### config.mk
export PLATFORM = sky130hd
export DESIGN_NAME = vsro_cfg_regs
export DESIGN_NICKNAME = d
export VERILOG_FILES = /design/src/rtl/vertex_scale_rotate_offset_defines.svh /design/src/rtl/vsro_pkg.sv /design/src/rtl/vsro_cfg_regs.sv
export SDC_FILE = /design/constraint.sdc
export NUM_CORES = 1
export LEC_CHECK = 0
export ABC_AREA = 1
export BUFFER_PORTS_ARGS = -buffer_cell sky130_fd_sc_hd__buf_2
export CAP_MARGIN = 20
export CORE_MARGIN = 5
export CORE_UTILIZATION = 60
export CTS_BUF_LIST = sky130_fd_sc_hd__clkbuf_4 sky130_fd_sc_hd__clkbuf_8
export DETAILED_ROUTE_END_ITERATION = 8
export GPL_TIMING_DRIVEN = 0
export HOLD_SLACK_MARGIN = 0.12
export PLACE_DENSITY = 0.85
export SLEW_MARGIN = 20
export SYNTH_ARGS = -nofsm -noshare
export SYNTH_HDL_FRONTEND = slang
export SYNTH_SLANG_ARGS = --single-unit
### constraint.sdc
create_clock -name i_clk -period 6.8 [get_ports i_clk]
set_input_delay 0.68 -clock i_clk [delete_from_list [all_inputs] [get_ports i_clk]]
set_output_delay 0.68 -clock i_clk [all_outputs]
set_load 0.05 [all_outputs]
### src/rtl/vertex_scale_rotate_offset_defines.svh
// Assertion macros for the vertex transform block.
// Used by rtl/vertex_scale_rotate_offset.sv; needs i_clk and i_rst_n in scope.
`ifndef VERTEX_SCALE_ROTATE_OFFSET_DEFINES_SVH
`define VERTEX_SCALE_ROTATE_OFFSET_DEFINES_SVH

`ifndef SYNTHESIS
// Same-cycle implication, checked at every clock edge outside reset.
`define VSRO_ASSERT_IMP(name, ante, cons, msg) \
    name: assert property (@(posedge i_clk) disable iff (!i_rst_n) (ante) |-> (cons)) \
        else $error(msg);
// Next-cycle implication, checked at every clock edge outside reset.
`define VSRO_ASSERT_NXT(name, ante, cons, msg) \
    name: assert property (@(posedge i_clk) disable iff (!i_rst_n) (ante) |=> (cons)) \
        else $error(msg);
`else
`define VSRO_ASSERT_IMP(name, ante, cons, msg)
`define VSRO_ASSERT_NXT(name, ante, cons, msg)
`endif

`endif

### src/rtl/vsro_pkg.sv
// Package for the vertex transform block: item types, register codes,
// datapath widths and the output saturation function. No dependencies.
`default_nettype none

package vsro_pkg;

    // Coordinate and fixed-point settings.
    localparam int COORD_BITS       = 16;  // 8 .. 32
    localparam int TRIG_FRAC_BITS   = 14;  // 8 .. 30
    localparam int HEIGHT_FRAC_BITS = 8;
    localparam int REG_W            = 16;
    localparam int FOV_W            = 10;
    localparam int OUT_W            = 24;
    localparam int DEPTH_STEP       = 500;
    // Depth offset (fov + 2) * 500 stays below 2^19 for a 10-bit fov.
    localparam int DEPTH_W          = 19;
    localparam int NUM_STAGES       = 7;

    // Register indexes on the configuration port.
    localparam int CFG_IDX_W = 3;
    localparam logic [CFG_IDX_W-1:0] REG_HEIGHT_GAIN   = 3'd0;
    localparam logic [CFG_IDX_W-1:0] REG_SIN_PITCH     = 3'd1;
    localparam logic [CFG_IDX_W-1:0] REG_COS_PITCH     = 3'd2;
    localparam logic [CFG_IDX_W-1:0] REG_SIN_YAW       = 3'd3;
    localparam logic [CFG_IDX_W-1:0] REG_COS_YAW       = 3'd4;
    localparam logic [CFG_IDX_W-1:0] REG_FIELD_OF_VIEW = 3'd5;

    // Register reset values.
    localparam logic signed [REG_W-1:0] RST_GAIN = 16'sd256;
    localparam logic signed [REG_W-1:0] RST_SIN  = 16'sd0;
    localparam logic signed [REG_W-1:0] RST_COS  = 16'sd16384;
    localparam logic [DEPTH_W-1:0]      RST_DEPTH_OFFSET = DEPTH_W'(3 * DEPTH_STEP);

    function automatic int imax(input int a, input int b);
        return (a > b) ? a : b;
    endfunction

    // Datapath widths, each just wide enough for its full-precision value.
    localparam int ZG_W      = COORD_BITS + REG_W;                     // z * gain
    localparam int ZS_W      = ZG_W + 1 - HEIGHT_FRAC_BITS;            // scaled z
    localparam int PC_W      = COORD_BITS + REG_W;                     // coord * trig
    localparam int PZ_W      = ZS_W + REG_W;                           // zs * trig
    localparam int R1_SUM_W  = imax(PC_W, PZ_W) + 2;
    localparam int R1_W      = R1_SUM_W - TRIG_FRAC_BITS;              // y1, z1
    localparam int PZ1_W     = R1_W + REG_W;                           // z1 * trig
    localparam int X2_SUM_W  = imax(imax(PC_W, PZ1_W) + 2, TRIG_FRAC_BITS + 2);
    localparam int X2_W      = X2_SUM_W - TRIG_FRAC_BITS;
    localparam int Z2_SUM_W  = imax(imax(PC_W, PZ1_W) + 1,
                                    DEPTH_W + TRIG_FRAC_BITS + 1) + 2;
    localparam int Z2_W      = Z2_SUM_W - TRIG_FRAC_BITS;
    localparam int SAT_W     = imax(imax(X2_W, R1_W), imax(Z2_W, OUT_W));

    // One input item.
    typedef struct packed {
        logic signed [COORD_BITS-1:0] x_in;
        logic signed [COORD_BITS-1:0] y_in;
        logic signed [COORD_BITS-1:0] z_in;
        logic                         last_vertex;
    } t_in_item;

    // One result item.
    typedef struct packed {
        logic signed [OUT_W-1:0] x_out;
        logic signed [OUT_W-1:0] y_out;
        logic signed [OUT_W-1:0] z_out;
        logic                    last_out;
    } t_out_item;

    // Register values as the datapath sees them.
    typedef struct packed {
        logic signed [REG_W-1:0] height_gain;
        logic signed [REG_W-1:0] sin_pitch;
        logic signed [REG_W-1:0] cos_pitch;
        logic signed [REG_W-1:0] sin_yaw;
        logic signed [REG_W-1:0] cos_yaw;
        logic [DEPTH_W-1:0]      depth_offset;
    } t_cfg;

    localparam logic signed [SAT_W-1:0] SAT_HI = SAT_W'(2**(OUT_W-1) - 1);
    localparam logic signed [SAT_W-1:0] SAT_LO = -SAT_HI - SAT_W'(1);

    // Clamp a wide signed value into the output range.
    function automatic logic signed [OUT_W-1:0] sat_out(input logic signed [SAT_W-1:0] v);
        logic signed [OUT_W-1:0] res;
        if (v > SAT_HI) begin
            res = OUT_W'(SAT_HI);
        end else if (v < SAT_LO) begin
            res = OUT_W'(SAT_LO);
        end else begin
            res = OUT_W'(v);
        end
        return res;
    endfunction

endpackage

`default_nettype wire

### src/rtl/vsro_cfg_regs.sv
// Configuration register file for the vertex transform block.
// Depends on vsro_pkg for register codes, reset values and t_cfg.
`default_nettype none

module vsro_cfg_regs
    import vsro_pkg::*;
(
    input  wire logic                 i_clk,
    input  wire logic                 i_rst_n,
    input  wire logic                 i_wr_en,
    input  wire logic [CFG_IDX_W-1:0] i_wr_index,
    input  wire logic [REG_W-1:0]     i_wr_data,
    output t_cfg                      o_cfg
);

    t_cfg               r_cfg;
    logic [FOV_W:0]     fov_plus2;
    logic [DEPTH_W-1:0] n_depth_offset;

    // The field of view is kept only as its depth offset (fov + 2) * 500.
    assign fov_plus2      = (FOV_W+1)'(i_wr_data[FOV_W-1:0]) + (FOV_W+1)'(2);
    assign n_depth_offset = DEPTH_W'(DEPTH_W'(fov_plus2) * DEPTH_W'(DEPTH_STEP));

    // Register writes by index; indexes past the list are dropped.
    always_ff @(posedge i_clk) begin
        if (!i_rst_n) begin
            r_cfg.height_gain  <= RST_GAIN;
            r_cfg.sin_pitch    <= RST_SIN;
            r_cfg.cos_pitch    <= RST_COS;
            r_cfg.sin_yaw      <= RST_SIN;
            r_cfg.cos_yaw      <= RST_COS;
            r_cfg.depth_offset <= RST_DEPTH_OFFSET;
        end else if (i_wr_en) begin
            unique case (i_wr_index)
                REG_HEIGHT_GAIN:   r_cfg.height_gain  <= i_wr_data;
                REG_SIN_PITCH:     r_cfg.sin_pitch    <= i_wr_data;
                REG_COS_PITCH:     r_cfg.cos_pitch    <= i_wr_data;
                REG_SIN_YAW:       r_cfg.sin_yaw      <= i_wr_data;
                REG_COS_YAW:       r_cfg.cos_yaw      <= i_wr_data;
                REG_FIELD_OF_VIEW: r_cfg.depth_offset <= n_depth_offset;
                default: begin
                end
            endcase
        end
    end

    assign o_cfg = r_cfg;

endmodule

`default_nettype wire

==> results of run 1 <==
-- power by group --
part / switching, mW / internal [mW]
Combinational: 0.725 / 0.395
Sequential: 0.0106 / 0.589
Clock: 0.233 / 0.189
Total: 0.968 / 1.17
-- tightest hold or removal path, cell delays in order (launching register included) --
cell and delay (ps):
dfxtp_1 320, inv_1 40, a21oi_1 50
-- cell type report --
| cell class | instances | area (um2) | area share [%] |
|---|---|---|---|
| Buffer | 35 | 161 | 2.44 |
| Clock buffer | 10 | 138 | 2.08 |
| Clock inverter | 6 | 82.6 | 1.25 |
| Inverter | 119 | 447 | 6.74 |
| Multi-Input combinational cell | 502 | 3130 | 47.2 |
| Sequential cell | 97 | 1940 | 29.3 |
| Tap cell | 129 | 161 | 2.44 |
| Timing Repair Buffer | 114 | 571 | 8.61 |
-- cells in the final DEF (no fill, tap or decap), drive strengths merged --
master	synthesis	final
a21boi	3	3
a21oi	37	37
a31oi	1	1
buf	11	125
bufinv	0	1
clkbuf	24	34
clkinv	0	1
clkinvlp	0	1
conb	1	2
dfxtp	97	97
fa	27	27
ha	38	38
inv	119	122
nand2	106	106
nand3	31	31
nand4	4	4
nor2	139	139
nor3	1	1
o211ai	1	1
o21ai	86	86
o21bai	2	2
or2	4	4
xnor2	5	5
xor2	15	15
-- routing by layer --
metal	vias up	track usage, %	share of wire (%)
li1	2585	-	-
met1	2540	32.6	39
met2	232	46.6	49
met3	45	8.01	9.2
met4	0	10.9	3.2
met5	-	0	0
-- path summary, 6_finish.rpt --
| check | end | cells after the start | startpoint |
|---|---|---|---|
| hold / removal | o_cfg[46]$_SDFFE_PN0P_ | 2 | o_cfg[46]$_SDFFE_PN0P_ |
| setup reg to reg | o_cfg[13]$_SDFFE_PN0P_ | 4 | o_cfg[13]$_SDFFE_PN0P_ |
| hold reg to reg | o_cfg[46]$_SDFFE_PN0P_ | 2 | o_cfg[46]$_SDFFE_PN0P_ |
| setup / recovery | o_cfg[18]$_SDFFE_PN0P_ | 24 | i_wr_data[2] |
-- cell families after synthesis --
family	Yosys count	synth area share, %
AOI/OAI and AO/OA	130	12.0
DFF	97	34.2
xor gates and xnor gates	20	4.02
other	1	0.0661
buffers and inverters	154	10.7
adders and majority gates	65	17.9
and+or+nand+nor	285	21.1
==> impl_metrics.env, run 1 <==
export IMPL_grt_pass1_wl_um=25100
export IMPL_setup_viol=0
export IMPL_crit_required_ps=7080
export IMPL_cp_cell_sequence="buf_2 > buf_2 > nand3_4 > nor2_8 > nand2_1 > xor2_1 > inv_1 > fa_1 > inv_1 > fa_1 > inv_1 > fa_1 > inv_1 > ha_1 > ha_1 > nand2_1 > nor2_1 > inv_1 > nor2_1 > nand2_1 > nand3_1 > nand2_1 > nor2_1 > nor2_1"
export IMPL_synth_area_leader_cell="dfxtp_1"
export IMPL_fin_crit_sh_pct=76.4
export IMPL_synthTopCellsByArea="dfxtp_1 34%, fa_1 9.5%, nor2_1 9.0%"
export IMPL_critPathTopFamily="adder cells"
export IMPL_power_leakage_nw=3.58
export IMPL_yosys_most_used_dff="dfxtp_1"
export IMPL_drv_slew=0
export IMPL_drive_above_1_share_pct=18.7
export IMPL_yosysWarnings=0
export IMPL_routed_wl_um=15400
export IMPL_finish_utilization_pct=71.7
export IMPL_final_setup_skew_ps=0
export IMPL_chipHeight_um=107
export IMPL_cts_setup_buffers=0
export IMPL_hold_buffers=0
export IMPL_syn_avg_cell_area_um2=7.54
export IMPL_wl_per_cell_um=15.2
export IMPL_netlist_top_cells_count="136 x nor2_1, 117 x inv_1, 99 x nand2_1"
export IMPL_antenna_found_initial=0
export IMPL_synth_area_um2=5670
export IMPL_tightest_slew_ps=716
export IMPL_track_usage_pct=27.5
export IMPL_layoutNonFillerInstCount=1012
export IMPL_largest_reg_flops=97
export IMPL_rsz0062_at_grt="false"
export IMPL_slowest_stage="xor2_1"
export IMPL_cts_root_buffer="clkbuf_8"
export IMPL_grt_max_degree=19
export IMPL_dp_cells=996
export IMPL_setup_ws_ps=1610
export IMPL_cp_max_fo=9
export IMPL_path_common_cell="inv_1"
export IMPL_htreeDepth=3
export IMPL_crit_arrival_ps=5470
export IMPL_start_kind="input port"
export IMPL_vias=5402
export IMPL_r2r_slack_ps=6100
export IMPL_ir_drop_mv=0.167
export IMPL_post_dp_hpwl_um=11700
export IMPL_tns_ps=0
export IMPL_yosysMostFrequentCell="nor2_1"
export IMPL_ctsResizeCount=0
export IMPL_start_util_pct=61.4
export IMPL_dr_pass1_iters=5
export IMPL_yosys_area_top_type_share_pct=34.2
export IMPL_io_pins=121
export IMPL_max_clock_path_buffers=2
export IMPL_drcViolationCount=0
export IMPL_diodes=0
export IMPL_critPathBufInv=7
export IMPL_slew_headroom_pct=52.1
export IMPL_end_kind="flip-flop"
export IMPL_p_total_mw=2.14
export IMPL_ys_types=36
export IMPL_grt_pass1_vias=5354
export IMPL_drtAntennaViolNets=0
export IMPL_async_flop_share_pct=0
export IMPL_synthToLayoutAreaGrowth_pct=16.9
export IMPL_dieArea_um2=11500
export IMPL_stdcell_area_um2=6630
export IMPL_whs_ps=448
export IMPL_die_x_um=107
export IMPL_numPortBuffers=114
export IMPL_layout_nets=965
export IMPL_grt_remaining_overflow=0
export IMPL_detailedPlace_worstSlack_ps=1230
export IMPL_core_um2=9240
export IMPL_path_class="in -> reg"
export IMPL_outcome="complete, no violations"
export IMPL_drt_iter0_drc=255
export IMPL_clk_pin_slew_ps=110
export IMPL_insertion_delay_ps=370
export IMPL_post_dp_cell_area_um2=6410
export IMPL_fill_cells=709
export IMPL_cts_made_buffers=9
export IMPL_gp_congestion=0.893
export IMPL_cts_tree="done"
export IMPL_min_period_ps=5190
export IMPL_core_rowCount=35
export IMPL_hp_class="reg -> reg"
export IMPL_critPathMaxStageDelay_ps=580
export IMPL_yosysSeqAreaShare_pct=34.2
export IMPL_fmax_ghz=0.193
export IMPL_finalHoldViolCount=0
export IMPL_clock_sinks=97
export IMPL_power_density_nw_per_um2=323
export IMPL_drv_cap=0
export IMPL_vias_per_cell=5.34
export IMPL_netlist_instances=752
export IMPL_synth_edf_count=0
export IMPL_ys_ff_latch=97
Note: power is estimated with default switching activity, not from simulation.
==> run 2, diff against run 1 <==
--- a/config.mk
+++ b/config.mk
@@ -9,12 +9,12 @@
 export BUFFER_PORTS_ARGS = -buffer_cell sky130_fd_sc_hd__buf_2
 export CAP_MARGIN = 20
 export CORE_MARGIN = 5
-export CORE_UTILIZATION = 60
+export CORE_UTILIZATION = 51
 export CTS_BUF_LIST = sky130_fd_sc_hd__clkbuf_4 sky130_fd_sc_hd__clkbuf_8
 export DETAILED_ROUTE_END_ITERATION = 8
 export GPL_TIMING_DRIVEN = 0
 export HOLD_SLACK_MARGIN = 0.12
-export PLACE_DENSITY = 0.85
+export PLACE_DENSITY = 0.76
 export SLEW_MARGIN = 20
 export SYNTH_ARGS = -nofsm -noshare
 export SYNTH_HDL_FRONTEND = slang
==> constraint.sdc (replaced) <==
create_clock -name i_clk -period 4.2 [get_ports i_clk]
set_input_delay 0.42 -clock i_clk [delete_from_list [all_inputs] [get_ports i_clk]]
set_output_delay 0.42 -clock i_clk [all_outputs]
set_load 0.05 [all_outputs]
==> run 2 against run 1 <==
Effect of this change: sequential cell count is the same; hold slack lost 150 ps; sequential power rose by 62%; register-to-register slack lost 2600 ps; critical endpoint unchanged; largest power group unchanged; sequential share of layout area shrank 1.5 points; via count is 3.7% lower.
==> impl_metrics.env, run 2 (synthesized netlist as in run 1, its figures left out) <==
export IMPL_outcome="complete, no violations"
export IMPL_grt_pass1_wl_um=24200
export IMPL_cp_max_fo=8
export IMPL_gp_congestion=0.868
export IMPL_crit_arrival_ps=4390
export IMPL_min_period_ps=4090
export IMPL_hold_buffers=0
export IMPL_setup_viol=0
export IMPL_layout_nets=982
export IMPL_grt_max_degree=18
export IMPL_hp_class="in -> reg"
export IMPL_critPathTopFamily="adder cells"
export IMPL_slowest_stage="fa_1"
export IMPL_wl_per_cell_um=15.1
export IMPL_insertion_delay_ps=370
export IMPL_io_pins=121
export IMPL_clock_sinks=97
export IMPL_antenna_found_initial=0
export IMPL_ir_drop_mv=0.345
export IMPL_clk_pin_slew_ps=120
export IMPL_slew_headroom_pct=55.0
export IMPL_cts_made_buffers=9
export IMPL_final_setup_skew_ps=0
export IMPL_critPathBufInv=6
export IMPL_layout_commonest_cell="nor2_1"
export IMPL_cts_tree="done"
export IMPL_drv_cap=0
export IMPL_post_dp_hpwl_um=11300
export IMPL_largest_reg_flops=97
export IMPL_finalHoldViolCount=0
export IMPL_drcViolationCount=0
export IMPL_numPortBuffers=114
export IMPL_detailedPlace_worstSlack_ps=-610
export IMPL_cts_root_buffer="clkbuf_8"
export IMPL_cp_cell_sequence="buf_2 > buf_12 > buf_12 > xor2_4 > inv_1 > fa_1 > fa_1 > fa_1 > fa_1 > inv_1 > ha_4 > nand2_1 > inv_1 > nand2_1 > nor2_1 > nand2_1 > nand3_1 > nand2_1 > nor2_1 > nor2_1"
export IMPL_grt_remaining_overflow=0
export IMPL_htreeDepth=3
export IMPL_drive_above_1_share_pct=23.2
export IMPL_path_class="in -> reg"
export IMPL_setup_ws_ps=113
export IMPL_power_density_nw_per_um2=514
export IMPL_crit_required_ps=4500
export IMPL_core_rowCount=38
export IMPL_drv_slew=0
export IMPL_drtAntennaViolNets=0
export IMPL_finish_utilization_pct=64.3
export IMPL_whs_ps=297
export IMPL_dr_pass1_iters=5
export IMPL_track_usage_pct=23.1
export IMPL_routed_wl_um=15700
export IMPL_vias=5202
export IMPL_fin_crit_sh_pct=97.3
export IMPL_critPathMaxStageDelay_ps=560
export IMPL_tightest_slew_ps=676
export IMPL_max_clock_path_buffers=2
export IMPL_start_kind="input port"
export IMPL_fmax_ghz=0.245
export IMPL_die_x_um=115
export IMPL_diodes=0
export IMPL_end_kind="flip-flop"
export IMPL_dieArea_um2=13300
export IMPL_drt_iter0_drc=224
export IMPL_p_total_mw=3.60
export IMPL_synthToLayoutAreaGrowth_pct=23.4
export IMPL_grt_pass1_vias=4979
export IMPL_chipHeight_um=115
export IMPL_final_cell_mix="133 x nor2_1, 116 x buf_2, 113 x inv_1"
export IMPL_vias_per_cell=5.01
export IMPL_core_um2=10900
export IMPL_start_util_pct=52.1
export IMPL_power_leakage_nw=3.70
-- run 2: worst paths after layout --
check                           slack, ps                    from                endpoint  cells past startpoint
worst max-delay path                  110            i_wr_data[3]  o_cfg[18]$_SDFFE_PN0P_                     20
worst min-delay path                  300            i_wr_data[1]   o_cfg[3]$_SDFFE_PN1P_                      2
worst max register to register       3490  o_cfg[20]$_SDFFE_PN0P_  o_cfg[20]$_SDFFE_PN0P_                      2
worst min register to register        450  o_cfg[39]$_SDFFE_PN0P_  o_cfg[39]$_SDFFE_PN0P_                      2
-- run 2: area by class of cell --
cell class / count / area [um2]
fill: 940 / 3890
multi-input combinational: 502 / 3340
sequential: 97 / 1940
timing repair buffer: 131 / 736
inverter: 119 / 447
buffer: 35 / 186
tap: 140 / 175
clock buffer: 9 / 124
clock inverter: 6 / 50.0
-- run 2: repair_timing --
action,4_1_cts,5_1_grt
resized for setup,6,32
setup buffers,1,16
endpoints found under the setup margin,8,8
pin swaps,0,12
-- run 2: routing by layer --
metal	vias up	global-route usage (%)	wire length [um]
li1	2613	-	-
met1	2393	28.1	6560
met2	161	37.4	7450
met3	35	7.83	1190
met4	0	10.1	521
met5	-	0	0
-- run 2: per-stage QoR --
step,instances,instance area [um2],setup TNS (ps)
4_1_cts,1023,6710,0
3_5_place_dp,1007,6490,-4210
6_report,1039,7000,0
3_3_place_gp,1007,6490,-3690
2_1_floorplan,753,5740,0
5_1_grt,1039,7000,-229
-- run 2: where the power goes --
part	switching (mW)	internal [mW]	total, mW
Sequential	0.0165	0.953	0.970
Clock	0.368	0.221	0.589
Combinational	1.25	0.786	2.04
Total	1.64	1.96	3.60
-- run 2: worst reg2reg max path: stages (launching register included) --
cell     delay, ps
dfxtp_1        340
o21ai_0        200
a21oi_1         70
